File: src/hdl/dtp_pkg.sv
`timescale 1ns / 1ps

package dtp_pkg;

  localparam logic [1:0] CmdRun   = 2'd0;
  localparam logic [1:0] CmdRead  = 2'd1;
  localparam logic [1:0] CmdWrite = 2'd2;

  localparam logic [15:0] AddrDiv  = 16'hFF04;
  localparam logic [15:0] AddrTima = 16'hFF05;
  localparam logic [15:0] AddrTma  = 16'hFF06;
  localparam logic [15:0] AddrTac  = 16'hFF07;

  localparam logic [15:0] SysReset     = 16'hAB00;
  localparam logic [15:0] SysStep      = 16'd4;
  localparam logic [7:0]  UnmappedByte = 8'hFF;
  localparam logic [7:0]  TacUpperOnes = 8'hF8;

  typedef struct packed {
    logic load_item;
    logic step;
    logic do_bus;
    logic load_out;
  } dtp_cmd_t;

  typedef struct packed {
    logic is_run;
    logic cnt_zero;
    logic cnt_one;
  } dtp_status_t;

  function automatic logic sel_bit(logic [15:0] cnt, logic [1:0] sel);
    logic b;
    case (sel)
      2'd0: b = cnt[9];
      2'd1: b = cnt[3];
      2'd2: b = cnt[5];
      2'd3: b = cnt[7];
      default: b = 1'b0;
    endcase
    return b;
  endfunction

endpackage

File: src/hdl/divider_timer_peripheral.sv
// A read or write is executed once; a run of N machine cycles steps the timer N times
// (N saturated to MAX_CYCLES_PER_ITEM, zero steps nothing). One item at a time is taken;
// the datapath steps one machine cycle per clock, so the run length sets the item time.
// Reset: rst_ni is asynchronous and active low; the divider resets to 0xAB00,
// TIMA, TMA, TAC and the pending reload clear, and the controller returns to idle.
`timescale 1ns / 1ps

module divider_timer_peripheral #(
  parameter int MAX_CYCLES_PER_ITEM = 63
) (
  input  logic        clk_i,
  input  logic        rst_ni,
  input  logic        s_axis_tvalid_i,
  output logic        s_axis_tready_o,
  // address [15:0], write_data [23:16], cycle_count [29:24], zero [31:30]
  input  logic [31:0] s_axis_tdata_i,
  // command [1:0]
  input  logic [1:0]  s_axis_tuser_i,
  output logic        m_axis_tvalid_o,
  input  logic        m_axis_tready_i,
  // read_data [7:0]
  output logic [7:0]  m_axis_tdata_o,
  // timer_irq [0]
  output logic        m_axis_tuser_o
);

  dtp_pkg::dtp_cmd_t    cmd;
  dtp_pkg::dtp_status_t status;

  dtp_ctrl u_ctrl (
    .clk_i       (clk_i),
    .rst_ni      (rst_ni),
    .in_valid_i  (s_axis_tvalid_i),
    .in_ready_o  (s_axis_tready_o),
    .out_valid_o (m_axis_tvalid_o),
    .out_ready_i (m_axis_tready_i),
    .status_i    (status),
    .cmd_o       (cmd)
  );

  dtp_datapath #(
    .MAX_CYCLES_PER_ITEM (MAX_CYCLES_PER_ITEM)
  ) u_datapath (
    .clk_i         (clk_i),
    .rst_ni        (rst_ni),
    .command_i     (s_axis_tuser_i),
    .address_i     (s_axis_tdata_i[15:0]),
    .write_data_i  (s_axis_tdata_i[23:16]),
    .cycle_count_i (s_axis_tdata_i[29:24]),
    .cmd_i         (cmd),
    .status_o      (status),
    .read_data_o   (m_axis_tdata_o),
    .timer_irq_o   (m_axis_tuser_o)
  );

endmodule

File: src/hdl/dtp_ctrl.sv
`timescale 1ns / 1ps

module dtp_ctrl (
  input  logic                clk_i,
  input  logic                rst_ni,
  input  logic                in_valid_i,
  output logic                in_ready_o,
  output logic                out_valid_o,
  input  logic                out_ready_i,
  input  dtp_pkg::dtp_status_t status_i,
  output dtp_pkg::dtp_cmd_t    cmd_o
);

  typedef enum logic [2:0] {
    StIdle = 3'b001,
    StExec = 3'b010,
    StFin  = 3'b100
  } dtp_state_e;

  dtp_state_e state_q, state_d;
  logic       out_valid_q, out_valid_d;
  logic       out_free;

  assign out_free    = !out_valid_q || out_ready_i;
  assign in_ready_o  = (state_q == StIdle);
  assign out_valid_o = out_valid_q;

  always_comb begin
    state_d = state_q;
    cmd_o   = '0;
    case (state_q)
      StIdle: begin
        if (in_valid_i) begin
          cmd_o.load_item = 1'b1;
          state_d = StExec;
        end
      end
      StExec: begin
        if (status_i.is_run) begin
          cmd_o.step = !status_i.cnt_zero;
          if (status_i.cnt_zero || status_i.cnt_one) begin
            state_d = StFin;
          end
        end else begin
          cmd_o.do_bus = 1'b1;
          state_d = StFin;
        end
      end
      StFin: begin
        if (out_free) begin
          cmd_o.load_out = 1'b1;
          state_d = StIdle;
        end
      end
      default: state_d = StIdle;
    endcase
  end

  always_comb begin
    out_valid_d = out_valid_q;
    if (cmd_o.load_out) begin
      out_valid_d = 1'b1;
    end else if (out_ready_i) begin
      out_valid_d = 1'b0;
    end
  end

  always_ff @(posedge clk_i or negedge rst_ni) begin
    if (!rst_ni) begin
      state_q     <= StIdle;
      out_valid_q <= 1'b0;
    end else begin
      state_q     <= state_d;
      out_valid_q <= out_valid_d;
    end
  end

endmodule

File: src/hdl/dtp_datapath.sv
`timescale 1ns / 1ps

module dtp_datapath #(
  parameter int MAX_CYCLES_PER_ITEM = 63
) (
  input  logic                 clk_i,
  input  logic                 rst_ni,
  input  logic [1:0]           command_i,
  input  logic [15:0]          address_i,
  input  logic [7:0]           write_data_i,
  input  logic [5:0]           cycle_count_i,
  input  dtp_pkg::dtp_cmd_t    cmd_i,
  output dtp_pkg::dtp_status_t status_o,
  output logic [7:0]           read_data_o,
  output logic                 timer_irq_o
);

  localparam logic [5:0] MaxCycles = 6'(MAX_CYCLES_PER_ITEM);

  logic [15:0] sys_q, sys_d;
  logic [7:0]  tima_q, tima_d;
  logic [7:0]  tma_q, tma_d;
  logic [2:0]  tac_q, tac_d;
  logic        pend_q, pend_d;

  logic [1:0]  icmd_q;
  logic [15:0] iaddr_q;
  logic [7:0]  idata_q;
  logic [5:0]  cnt_q, cnt_d;
  logic        irq_q, irq_d;
  logic [7:0]  rd_q, rd_d;
  logic [7:0]  out_data_q;
  logic        out_irq_q;

  logic [15:0] sys_step;
  logic [7:0]  tima_step;
  logic        tick_step;
  logic        tick_div;
  logic        tick_tac;

  assign status_o.is_run   = (icmd_q == dtp_pkg::CmdRun);
  assign status_o.cnt_zero = (cnt_q == 6'd0);
  assign status_o.cnt_one  = (cnt_q == 6'd1);
  assign read_data_o       = out_data_q;
  assign timer_irq_o       = out_irq_q;

  assign sys_step  = sys_q + dtp_pkg::SysStep;
  assign tima_step = pend_q ? tma_q : tima_q;
  assign tick_step = tac_q[2] && dtp_pkg::sel_bit(sys_q, tac_q[1:0])
                     && !dtp_pkg::sel_bit(sys_step, tac_q[1:0]);
  assign tick_div  = tac_q[2] && dtp_pkg::sel_bit(sys_q, tac_q[1:0]);
  assign tick_tac  = tac_q[2] && dtp_pkg::sel_bit(sys_q, tac_q[1:0])
                     && !(idata_q[2] && dtp_pkg::sel_bit(sys_q, idata_q[1:0]));

  always_comb begin
    sys_d  = sys_q;
    tima_d = tima_q;
    tma_d  = tma_q;
    tac_d  = tac_q;
    pend_d = pend_q;
    cnt_d  = cnt_q;
    irq_d  = irq_q;
    rd_d   = rd_q;

    if (cmd_i.load_item) begin
      cnt_d = (cycle_count_i > MaxCycles) ? MaxCycles : cycle_count_i;
      irq_d = 1'b0;
      rd_d  = '0;
    end

    if (cmd_i.step) begin
      cnt_d  = cnt_q - 6'd1;
      sys_d  = sys_step;
      tima_d = tima_step;
      pend_d = 1'b0;
      if (pend_q) begin
        irq_d = 1'b1;
      end
      if (tick_step) begin
        tima_d = tima_step + 8'd1;
        if (tima_step == 8'hFF) begin
          pend_d = 1'b1;
        end
      end
    end

    if (cmd_i.do_bus) begin
      if (icmd_q == dtp_pkg::CmdRead) begin
        case (iaddr_q)
          dtp_pkg::AddrDiv:  rd_d = sys_q[15:8];
          dtp_pkg::AddrTima: rd_d = tima_q;
          dtp_pkg::AddrTma:  rd_d = tma_q;
          dtp_pkg::AddrTac:  rd_d = {5'd0, tac_q} | dtp_pkg::TacUpperOnes;
          default:           rd_d = dtp_pkg::UnmappedByte;
        endcase
      end else if (icmd_q == dtp_pkg::CmdWrite) begin
        case (iaddr_q)
          dtp_pkg::AddrDiv: begin
            sys_d = '0;
            if (tick_div) begin
              tima_d = tima_q + 8'd1;
              if (tima_q == 8'hFF) begin
                pend_d = 1'b1;
              end
            end
          end
          dtp_pkg::AddrTima: begin
            pend_d = 1'b0;
            tima_d = idata_q;
          end
          dtp_pkg::AddrTma: begin
            tma_d = idata_q;
          end
          dtp_pkg::AddrTac: begin
            tac_d = idata_q[2:0];
            if (tick_tac) begin
              tima_d = tima_q + 8'd1;
              if (tima_q == 8'hFF) begin
                pend_d = 1'b1;
              end
            end
          end
          default: begin
            sys_d = sys_q;
          end
        endcase
      end
    end
  end

  always_ff @(posedge clk_i or negedge rst_ni) begin
    if (!rst_ni) begin
      sys_q  <= dtp_pkg::SysReset;
      tima_q <= '0;
      tma_q  <= '0;
      tac_q  <= '0;
      pend_q <= 1'b0;
    end else begin
      sys_q  <= sys_d;
      tima_q <= tima_d;
      tma_q  <= tma_d;
      tac_q  <= tac_d;
      pend_q <= pend_d;
    end
  end

  always_ff @(posedge clk_i) begin
    if (cmd_i.load_item) begin
      icmd_q  <= command_i;
      iaddr_q <= address_i;
      idata_q <= write_data_i;
    end
    cnt_q <= cnt_d;
    irq_q <= irq_d;
    rd_q  <= rd_d;
    if (cmd_i.load_out) begin
      out_data_q <= rd_q;
      out_irq_q  <= irq_q;
    end
  end

endmodule

File: config.mk
export PLATFORM = sky130hd
export DESIGN_NAME = divider_timer_peripheral
export DESIGN_NICKNAME = d
export VERILOG_FILES = /design/src/hdl/dtp_pkg.sv /design/src/hdl/divider_timer_peripheral.sv /design/src/hdl/dtp_ctrl.sv /design/src/hdl/dtp_datapath.sv
export SDC_FILE = /design/constraint.sdc
export NUM_CORES = 1
export LEC_CHECK = 0
export ABC_AREA = 1
export BUFFER_PORTS_ARGS = -buffer_cell sky130_fd_sc_hd__buf_4
export CORE_ASPECT_RATIO = 1.2
export CORE_MARGIN = 3
export CORE_UTILIZATION = 30
export DETAILED_ROUTE_END_ITERATION = 10
export PLACE_DENSITY_LB_ADDON = 0.2
export SLEW_MARGIN = 30
export SYNTH_ARGS = -nofsm -noshare
export SYNTH_HDL_FRONTEND = slang
export SYNTH_SLANG_ARGS = --single-unit
File: constraint.sdc
create_clock -name clk_i -period 8 [get_ports clk_i]
set_input_delay 0.4 -clock clk_i [delete_from_list [all_inputs] [get_ports clk_i]]
set_output_delay 0.4 -clock clk_i [all_outputs]
set_load 0.1 [all_outputs]
; After elaboration in Yosys (flattened, before gate mapping)
; Index checks and enable logic that the tools add are counted.
[word_totals]
ff_bits = 90
wordCells = 114
[classes]
eq_ne = 22
addsub = 4
magnitude_cmp = 1
muxes = 51
n_reduce_logical = 20
bitwise = 1
[op_table]
columns = cell, n
row1 = 8-bit two-way mux, 11
row2 = 16-bit == test (second input constant), 4
row3 = 16-bit two-way mux, 4
row4 = 16-bit one-hot mux with 2 select lines, 1
row5 = 8-bit one-hot mux with 4 select lines, 1
row6 = 8-bit one-hot mux with 3 select lines, 1
row7 = 1-bit two-way mux, 20
row8 = 6-bit two-way mux, 3
row9 = 16-bit by 3-bit adder with 16-bit output (second input constant), 1
row10 = 8-bit by 1-bit adder with 8-bit output (second input constant), 2
row11 = 8-bit == test (second input constant), 2
row12 = 3-bit two-way mux, 4
row13 = 1-bit one-hot mux with 4 select lines, 3
row14 = 2-bit == test (second input constant), 5
row15 = 3-bit one-hot mux with 3 select lines, 1
row16 = 4-bit AND reduction, 2
row17 = 2-bit by 1-bit == test with 1-bit output (second input constant), 3
row18 = 6-bit by 1-bit == test with 1-bit output (second input constant), 1
row19 = 6-bit > comparator (second input constant), 1
row20 = 2-bit logical NOT, 3
row21 = 6-bit logical NOT, 1
row22 = 6-bit by 1-bit subtractor with 6-bit output (second input constant), 1
row23 = 5-bit by 4-bit != test with 1-bit output (second input constant), 1
row24 = 1-bit logical AND, 4
row25 = 14 further kinds, 19

; Longest topological paths before layout
; Gate-level depths: netlist (run 1).
[depth]
ltp_word = 12
ltp_mapped = 16
depth_no_buf = 16

; Cells and area by module
; Synthesis (run 1) repeated with hierarchy kept, for this count alone.
[hier_totals]
hier_cells = 602
area_unflattened_um2 = 4961.0
[modules_own_cells]
columns = mod, n_inst, seq_area_each_um2, area_each_um2, cells_each
row1 = dtp_datapath, 1, 2268.4, 4725.8, 570
row2 = dtp_ctrl, 1, 101.3, 235.2, 32

; Worst setup path after synthesis (run 1)
; No wires, ideal clock.
[synth_timing]
path_kind = register to register
start = register u_ctrl.state_q[0]
end = register u_datapath.cnt_q[0] (enable)
path_slack_ns = 3.364
t_required_ns = 7.682
arrival_ns = 4.318
path_stages_with_launch = 8
path_cell_list = dfstp_2 inv_1 nor3_1 inv_1 nor2_2 inv_2 buf_2 nand2_1
[synth_rtl]
columns = element, line
row1 = "start, declared", dtp_ctrl.sv:20  ; dtp_state_e state_q, state_d;
row2 = "start signal, assigned", dtp_ctrl.sv:70  ; state_q <= StIdle;
row3 = "start signal, assigned", dtp_ctrl.sv:73  ; state_q <= state_d;
row4 = "end signal, assigned", dtp_datapath.sv:153  ; cnt_q <= cnt_d;
row5 = "end, declared", dtp_datapath.sv:29  ; logic [5:0] cnt_q, cnt_d;

; Worst setup path in the final report (run 1)
[layout_timing]
start = register u_datapath.cnt_q[0]
end = register u_datapath.sys_q[15]
[layout_between]
elab_chain_cells = 9
[layout_lines]
columns = element, line
row1 = 6-bit logical NOT *, dtp_datapath.sv:42  ; assign status_o.cnt_zero = (cnt_q == 6'd0);
row2 = 1-bit logical NOT *, dtp_ctrl.sv:40  ; cmd_o.step = !status_i.cnt_zero;
row3 = 1-bit two-way mux *, dtp_ctrl.sv:39  ; if (status_i.is_run) begin
row4 = 2-bit two-way mux *, dtp_ctrl.sv:31  ; case (state_q)
row5 = 16-bit two-way mux *, dtp_datapath.sv:71  ; if (cmd_i.step) begin
row6 = 16-bit one-hot mux with 2 select lines, dtp_datapath.sv:97  ; case (iaddr_q)
row7 = 16-bit two-way mux, dtp_datapath.sv:96  ; end else if (icmd_q == dtp_pkg::CmdWrite) begin
row8 = 16-bit two-way mux, dtp_datapath.sv:88  ; if (icmd_q == dtp_pkg::CmdRead) begin
row9 = 16-bit two-way mux *, dtp_datapath.sv:87  ; if (cmd_i.do_bus) begin
row10 = "end signal, assigned", dtp_datapath.sv:133  ; sys_q <= dtp_pkg::SysReset;
row11 = "end signal, assigned", dtp_datapath.sv:139  ; sys_q <= sys_d;
row12 = "end, declared", dtp_datapath.sv:20  ; logic [15:0] sys_q, sys_d;
; Every way passes the cells marked *; elsewhere a longest branch is shown, timed or not.
; A chain may end at the register's enable or synchronous reset.

==> impl_metrics.json, run 1 <==
{
  "leak_pwr_uw": 0.002427,
  "kind_of_critical_path": "flop to flop",
  "first_pass_iters": 5,
  "clock_insertion_delay_worst_skew_ns": 0.35,
  "fp.dieH_um": 143.6,
  "path_clk_slew_ns": 0.07,
  "final-setup-viol-count": 0,
  "htree_levels": 3,
  "rr_worst_depth": 12,
  "fillers": 1638,
  "global_route_wire_length_before_repair_um": 19160,
  "detail_route.iter0.violations": 229,
  "worst_setup_path_start_kind": "flop",
  "share_of_yosys_cell_area_claimed_by_the_top_area_cell_type_pct": 26.02,
  "gp_routability_congestion": 0.8586,
  "synth.most_common_cell": "sky130_fd_sc_hd__nand2_1",
  "effective_utilization_at_floorplan_pct": 31.11,
  "hp-class": "input pin to asynchronous set/reset pin",
  "maximum_number_of_pins_on_one_net_before_global_route_repair": 39,
  "share_of_synthesized_area_spent_on_multiplexers_pct": 0.4761,
  "synthesis.nets": 606,
  "grt_overflow": 0,
  "ctsHoldBuffers": 0,
  "synth-xor-area-share_pct": 3.147,
  "grt.total_usage_pct": 14.19,
  "synth-edff-count": 41,
  "tightestPinTransition_ns": 0.8427,
  "placement_rows": 49,
  "max_freq_ghz": 0.3809,
  "timing.critical_path.to": "u_datapath.sys_q[15]",
  "grt_setup_unrepaired": "false",
  "report.final.hold_viol_count": 0,
  "synthFlopType": "sky130_fd_sc_hd__edfxtp_1",
  "numClockSinks": 88,
  "cts-root-buf": "sky130_fd_sc_hd__clkbuf_16",
  "portBuffers": 46,
  "postSynthAreaPerCell_um2": 8.403,
  "vdd_drop_max_v": 0.0001359,
  "mapped_cell_area_mm2": 0.004731,
  "post_cts_resized": 0,
  "finalMaxSlewViolations": 0,
  "final_critical_path_setup_slack_ns": 5.374,
  "max-cap-violations": 0,
  "synth-adder-area-share_pct": 1.322,
  "ys_top_cells_by_area": "sky130_fd_sc_hd__edfxtp_1 26%, sky130_fd_sc_hd__dfrtp_1 17%, sky130_fd_sc_hd__nand2_1 8.6%",
  "ant_nets": 0,
  "detailedPlacementHpwl_um": 8728,
  "syn2layout_area_growth_pct": 17.85,
  "ys_async_sr_fraction_pct": 43.18,
  "power_per_cell_area_mw_per_mm2": 292.8,
  "cpMostUsedCell": "sky130_fd_sc_hd__nand2_1",
  "worst_ep_arrival_time_ns": 2.90,
  "die_width_um": 120.6,
  "cts_inserted_buffers": 9,
  "worst_r2r_dst": "u_datapath.sys_q[15]",
  "timing.critical_path.from": "u_datapath.cnt_q[0]",
  "largest_family_of_logic_cells_by_synthesized_area": "simple AND/OR/NAND/NOR gates",
  "path_cells": "inv_1 > ha_1 > nand2_1 > nor3_2 > nor2_4 > inv_2 > nor3_2 > nand2_1 > nor2_1 > nand2_1 > xor2_1 > nor2_1",
  "critPathMaxFanout": 27,
  "post_route_cells_drive_above_1_share_pct": 16.18,
  "grt_pass1_vias": 3870,
  "drt-vias-per-instance": 4.795,
  "drt-wirelength-per-cell_um": 14.35,
  "clockBufferDepth": 2,
  "finalSetupTns_ns": 0,
  "critical-path-slowest-cell": "sky130_fd_sc_hd__nor2_4",
  "critPathMaxStageDelay_ns": 0.50,
  "netlist_top_cells_count": "109 x sky130_fd_sc_hd__nand2_1, 79 x sky130_fd_sc_hd__inv_1, 48 x sky130_fd_sc_hd__nand3_1",
  "floorplan.die_area_mm2": 0.01732,
  "routed-via-count": 3913,
  "finalWirelength_um": 11710,
  "core_region_area_mm2": 0.01520,
  "yosys_register_bits": 88,
  "synth_area_leader_cell": "sky130_fd_sc_hd__edfxtp_1",
  "antenna_found_initial": 0,
  "boundaryPins": 49,
  "synth-simple-area-share_pct": 23.72,
  "run_status": "completed",
  "tritoncts": "yes",
  "worst_slew_margin_rel_pct": 43.61,
  "synth-compound-area-share_pct": 12.80,
  "timing.final.crit_period_ns": 2.626,
  "final.setup_skew_ns": 0.008664,
  "timing.critical_path.required_ns": 8.28,
  "critPathCaptureType": "flop",
  "number_of_antenna_cells_inserted": 0,
  "postLayoutCoreUtil_pct": 36.67,
  "preCtsSetupSlack_ns": 5.354,
  "timing.final.crit_share_pct": 32.82,
  "post_layout_net_count": 650,
  "p_total_uw": 1633,
  "worst_r2r_startpoint": "u_datapath.cnt_q[0]",
  "synth-seq-area-share_pct": 50.09,
  "yosys.cell_types.count": 44,
  "rrSetupSlack_ns": 5.37,
  "yosys_warnings": 0,
  "post-route-drc-count": 0,
  "cts_setup_buffers": 0,
  "synth_instances": 563
}
-- routing by layer --
metal	routed length, um	GRT usage (%)	vias up
met5	0	0	-
met4	218	5.907	0
met3	470	2.520	16
met2	5703	24.32	95
met1	5317	17.68	1824
li1	-	-	1978
-- through the flow --
stage	area, um2	instances	hold slack [ns]
after CTS	5575	816	0.05065
after floorplan	4731	563	0.1044
after detailed placement	5266	800	0.4202
after global routing	5575	816	0.06572
after global placement	5266	800	0.4210
final	5575	816	0.03869
-- flip-flops by register name, indices dropped and copies added (netlist names) --
signal and cells:
u_datapath.icmd_q 2, u_datapath.sys_q 14, u_datapath.tima_q 8, u_ctrl.out_valid_o 1, u_datapath.iaddr_q 16, u_datapath.tma_q 8, u_datapath.tac_q 3, u_datapath.timer_irq_o 1
u_datapath.cnt_q 6, u_ctrl.state_q 3, u_datapath.irq_q 1, u_datapath.rd_q 8, u_datapath.read_data_o 8, u_datapath.pend_q 1, u_datapath.idata_q 8
-- power breakdown --
group	switching [uW]	internal [uW]
Combinational	335	132
Sequential	95.1	637
Clock	174	260
-- worst min path at each step --
stage	start	to	slack [ns]	depth (start not counted)
CTS	rst_ni	u_ctrl.state_q[2]	0.05	1
detailed placement	u_datapath.rd_q[7]	u_datapath.read_data_o[7]	0.42	0
finish	rst_ni	u_datapath.tac_q[1]	0.04	1
global route	rst_ni	u_ctrl.state_q[2]	0.07	1
floorplan	rst_ni	u_ctrl.out_valid_o	0.10	0
global placement	rst_ni	u_datapath.sys_q[3]	0.42	1
-- critical path: cells and delay by family (launching register included) --
family,cells,cell delay (ns)
buffers and inverters,2,0.46
adder cells (fa/ha/maj),1,0.22
flip-flops,1,0.37
AND/OR/NAND/NOR,8,1.35
XOR/XNOR,1,0.14
-- cell type report --
cell class	instances	area [um2]	share of cell area, %
Clock buffer	12	256.5	4.601
Clock inverter	4	52.55	0.9425
Inverter	87	326.6	5.857
Multi-Input combinational cell	374	1962	35.19
Sequential cell	88	2370	42.50
Tap cell	204	255.2	4.578
Timing Repair Buffer	47	352.8	6.329
-- logic make-up after synthesis --
| logic type | count (synthesis) |
|---|---|
| simple gates | 246 |
| compound gates | 104 |
| buf+inv | 101 |
| flops | 88 |
| xor+xnor | 17 |
| fa+ha+maj | 5 |
| mux | 2 |
-- cells in the final DEF, fill, tap and decap left out, types with 13 or more instances in the layout --
cell type	instances
sky130_fd_sc_hd__a21oi_1	24
sky130_fd_sc_hd__buf_4	47
sky130_fd_sc_hd__dfrtp_1	32
sky130_fd_sc_hd__edfxtp_1	41
sky130_fd_sc_hd__inv_1	79
sky130_fd_sc_hd__nand2_1	109
sky130_fd_sc_hd__nand3_1	48
sky130_fd_sc_hd__nor2_1	43
sky130_fd_sc_hd__nor3_1	16
sky130_fd_sc_hd__o21ai_0	29
sky130_fd_sc_hd__o21ai_1	15
sky130_fd_sc_hd__xor2_1	13
Note: power is estimated with default switching activity, not from simulation.
==> run 2: changes to the inputs <==
- clock period: 8 -> 2.19 ns (I/O delays scaled with it)
==> run 2 against run 1 <==
Net effect: hold slack got worse by 0.0046 ns; clock-buffer cell count down 2; non-clock buffer count up 64; sequential share of layout area down 4.8 points; first-iteration DRC count increased by 36%; highest routed layer unchanged; clock power rose to 3.8 times the previous value; combinational power grew to 4.9 times the previous value; critical path depth decreased by 1; sequential power increased to 3.6 times the previous value; global-route usage increased by 1.1 points; clock skew shrank 0.0020 ns; routed wire length grew 8.3%.
==> impl_metrics.json, run 2 (synthesis gave the netlist of run 1 again) <==
{
  "clockBufferDepth": 2,
  "report.final.hold_viol_count": 0,
  "hold_ws_ns": 0.03414,
  "run_status": "completed",
  "preCtsSetupSlack_ns": 0.009890,
  "worst_slew_margin_rel_pct": 63.64,
  "leak_pwr_uw": 0.002759,
  "power_per_cell_area_mw_per_mm2": 1050,
  "timing.final.crit_period_ns": 2.084,
  "post_route_cells_drive_above_1_share_pct": 22.93,
  "worst_ep_arrival_time_ns": 2.14,
  "gp_routability_congestion": 0.9034,
  "max_freq_ghz": 0.4799,
  "cts_inserted_buffers": 9,
  "tritoncts": "yes",
  "core_region_area_mm2": 0.01520,
  "effective_utilization_at_floorplan_pct": 31.11,
  "final-setup-viol-count": 0,
  "number_of_antenna_cells_inserted": 0,
  "floorplan.die_area_mm2": 0.01732,
  "critPathCaptureType": "flop",
  "cts-root-buf": "sky130_fd_sc_hd__clkbuf_16",
  "kind_of_critical_path": "flop to flop",
  "maximum_number_of_pins_on_one_net_before_global_route_repair": 39,
  "drt-vias-per-instance": 4.720,
  "tightestPinTransition_ns": 0.5454,
  "syn2layout_area_growth_pct": 32.95,
  "first_pass_iters": 4,
  "largest_register_by_flop_count": "u_datapath.iaddr_q",
  "post_layout_net_count": 714,
  "hp-class": "input pin to flop",
  "portBuffers": 46,
  "fp.dieH_um": 143.6,
  "detail_route.iter0.violations": 311,
  "placement_rows": 49,
  "grt.total_usage_pct": 15.27,
  "timing.final.crit_share_pct": 95.15,
  "routed-via-count": 4154,
  "ant_nets": 0,
  "grt_pass1_vias": 4130,
  "final.setup_skew_ns": 0.006653,
  "final_critical_path_setup_slack_ns": 0.1063,
  "boundaryPins": 49,
  "post-route-drc-count": 0,
  "most_used_cells_in_the_layout_excluding_fill_and_tap_cells": "106 x sky130_fd_sc_hd__nand2_1, 77 x sky130_fd_sc_hd__buf_4, 74 x sky130_fd_sc_hd__inv_1",
  "drt-wirelength-per-cell_um": 14.41,
  "global_route_wire_length_before_repair_um": 20580,
  "path_clk_slew_ns": 0.06,
  "finalWirelength_um": 12680,
  "worst_setup_path_start_kind": "flop",
  "max-cap-violations": 0,
  "htree_levels": 3,
  "finalMaxSlewViolations": 0,
  "clock_insertion_delay_worst_skew_ns": 0.35,
  "timing.critical_path.required_ns": 2.25,
  "largest_reg_flops": 16,
  "grt_overflow": 0,
  "numClockSinks": 88,
  "critPathMaxFanout": 12,
  "vdd_drop_max_v": 0.0004354,
  "largestRegisters": "u_datapath.iaddr_q: 16 flops, u_datapath.sys_q: 14 flops",
  "layout_commonest_cell": "sky130_fd_sc_hd__nand2_1",
  "die_width_um": 120.6,
  "antenna_found_initial": 0,
  "detailedPlacementHpwl_um": 9250
}
[run 2: worst max-delay path, cell delays in order (launching register included)]
cell and delay, ns:
sky130_fd_sc_hd__edfxtp_1 0.41, sky130_fd_sc_hd__inv_2 0.10, sky130_fd_sc_hd__ha_4 0.14, sky130_fd_sc_hd__nand2_2 0.08
sky130_fd_sc_hd__nor3_4 0.15, sky130_fd_sc_hd__nor2_4 0.05, sky130_fd_sc_hd__o31ai_2 0.09, sky130_fd_sc_hd__buf_4 0.18
sky130_fd_sc_hd__o211ai_2 0.11, sky130_fd_sc_hd__nor2_4 0.21, sky130_fd_sc_hd__buf_12 0.14, sky130_fd_sc_hd__buf_16 0.14
[run 2: layout make-up]
class,instances,area (um2)
clock buffers,10,250.2
clock inverters,6,65.06
fillers,1555,8915
inverters,87,329.1
multi-input cells,374,2057
flip-flops and latches,88,2371
well taps,204,255.2
repair buffers,111,962.2
[run 2: stage by stage]
stage / TNS (ns) / std cells / total power [uW] / instance area, um2 / utilization, %
floorplan: -10.92 / 563 / 3980 / 4761 / -
global placement: 0 / 831 / 4639 / 5535 / 36.41
detailed placement: 0 / 831 / 4696 / 5535 / 36.41
CTS: 0 / 879 / 6621 / 6218 / 40.90
global route: -0.0002316 / 880 / 7030 / 6290 / 41.37
finish: 0 / 880 / 6607 / 6290 / 41.37
[run 2: worst paths after layout]
path / from / end / slack (ns) / cells after the start
setup / recovery: u_datapath.cnt_q[0] / u_datapath.idata_q[7] / 0.11 / 11
hold / removal: s_axis_tdata_i[27] / u_datapath.cnt_q[3] / 0.03 / 3
setup reg to reg: u_datapath.cnt_q[0] / u_datapath.idata_q[7] / 0.11 / 11
hold reg to reg: u_datapath.rd_q[5] / u_datapath.read_data_o[5] / 0.43 / 0
max in group asynchronous: rst_ni / u_datapath.sys_q[5] / 1.50 / 2
min in group asynchronous: rst_ni / u_ctrl.out_valid_o / 0.29 / 2
[run 2: timing repair]
action                                 in CTS  in global routing
hold buffers                               29                  0
gates cloned                                1                  0
endpoints found under the hold margin      60                  0
pin swaps                                   2                  4
buffers inserted                            2                  1
setup endpoints to repair                   6                 54
resized for setup                           8                 18
[run 2: where the power goes]
part | leakage (uW) | switching (uW) | total, uW | internal (uW)
logic | 0.00166 | 1430 | 2310 | 883
clock network | 0.000154 | 671 | 1630 | 955
registers | 0.000942 | 341 | 2670 | 2330
[run 2: layer usage]
metal | GRT usage [%] | up-vias | part of all wire (%) | routed length, um
li1 | - | 2106 | - | -
met1 | 18.08 | 1953 | 43 | 5497
met2 | 27.79 | 82 | 51 | 6413
met3 | 2.677 | 13 | 4.6 | 578
met4 | 5.430 | 0 | 1.5 | 194
met5 | 0 | - | 0 | 0
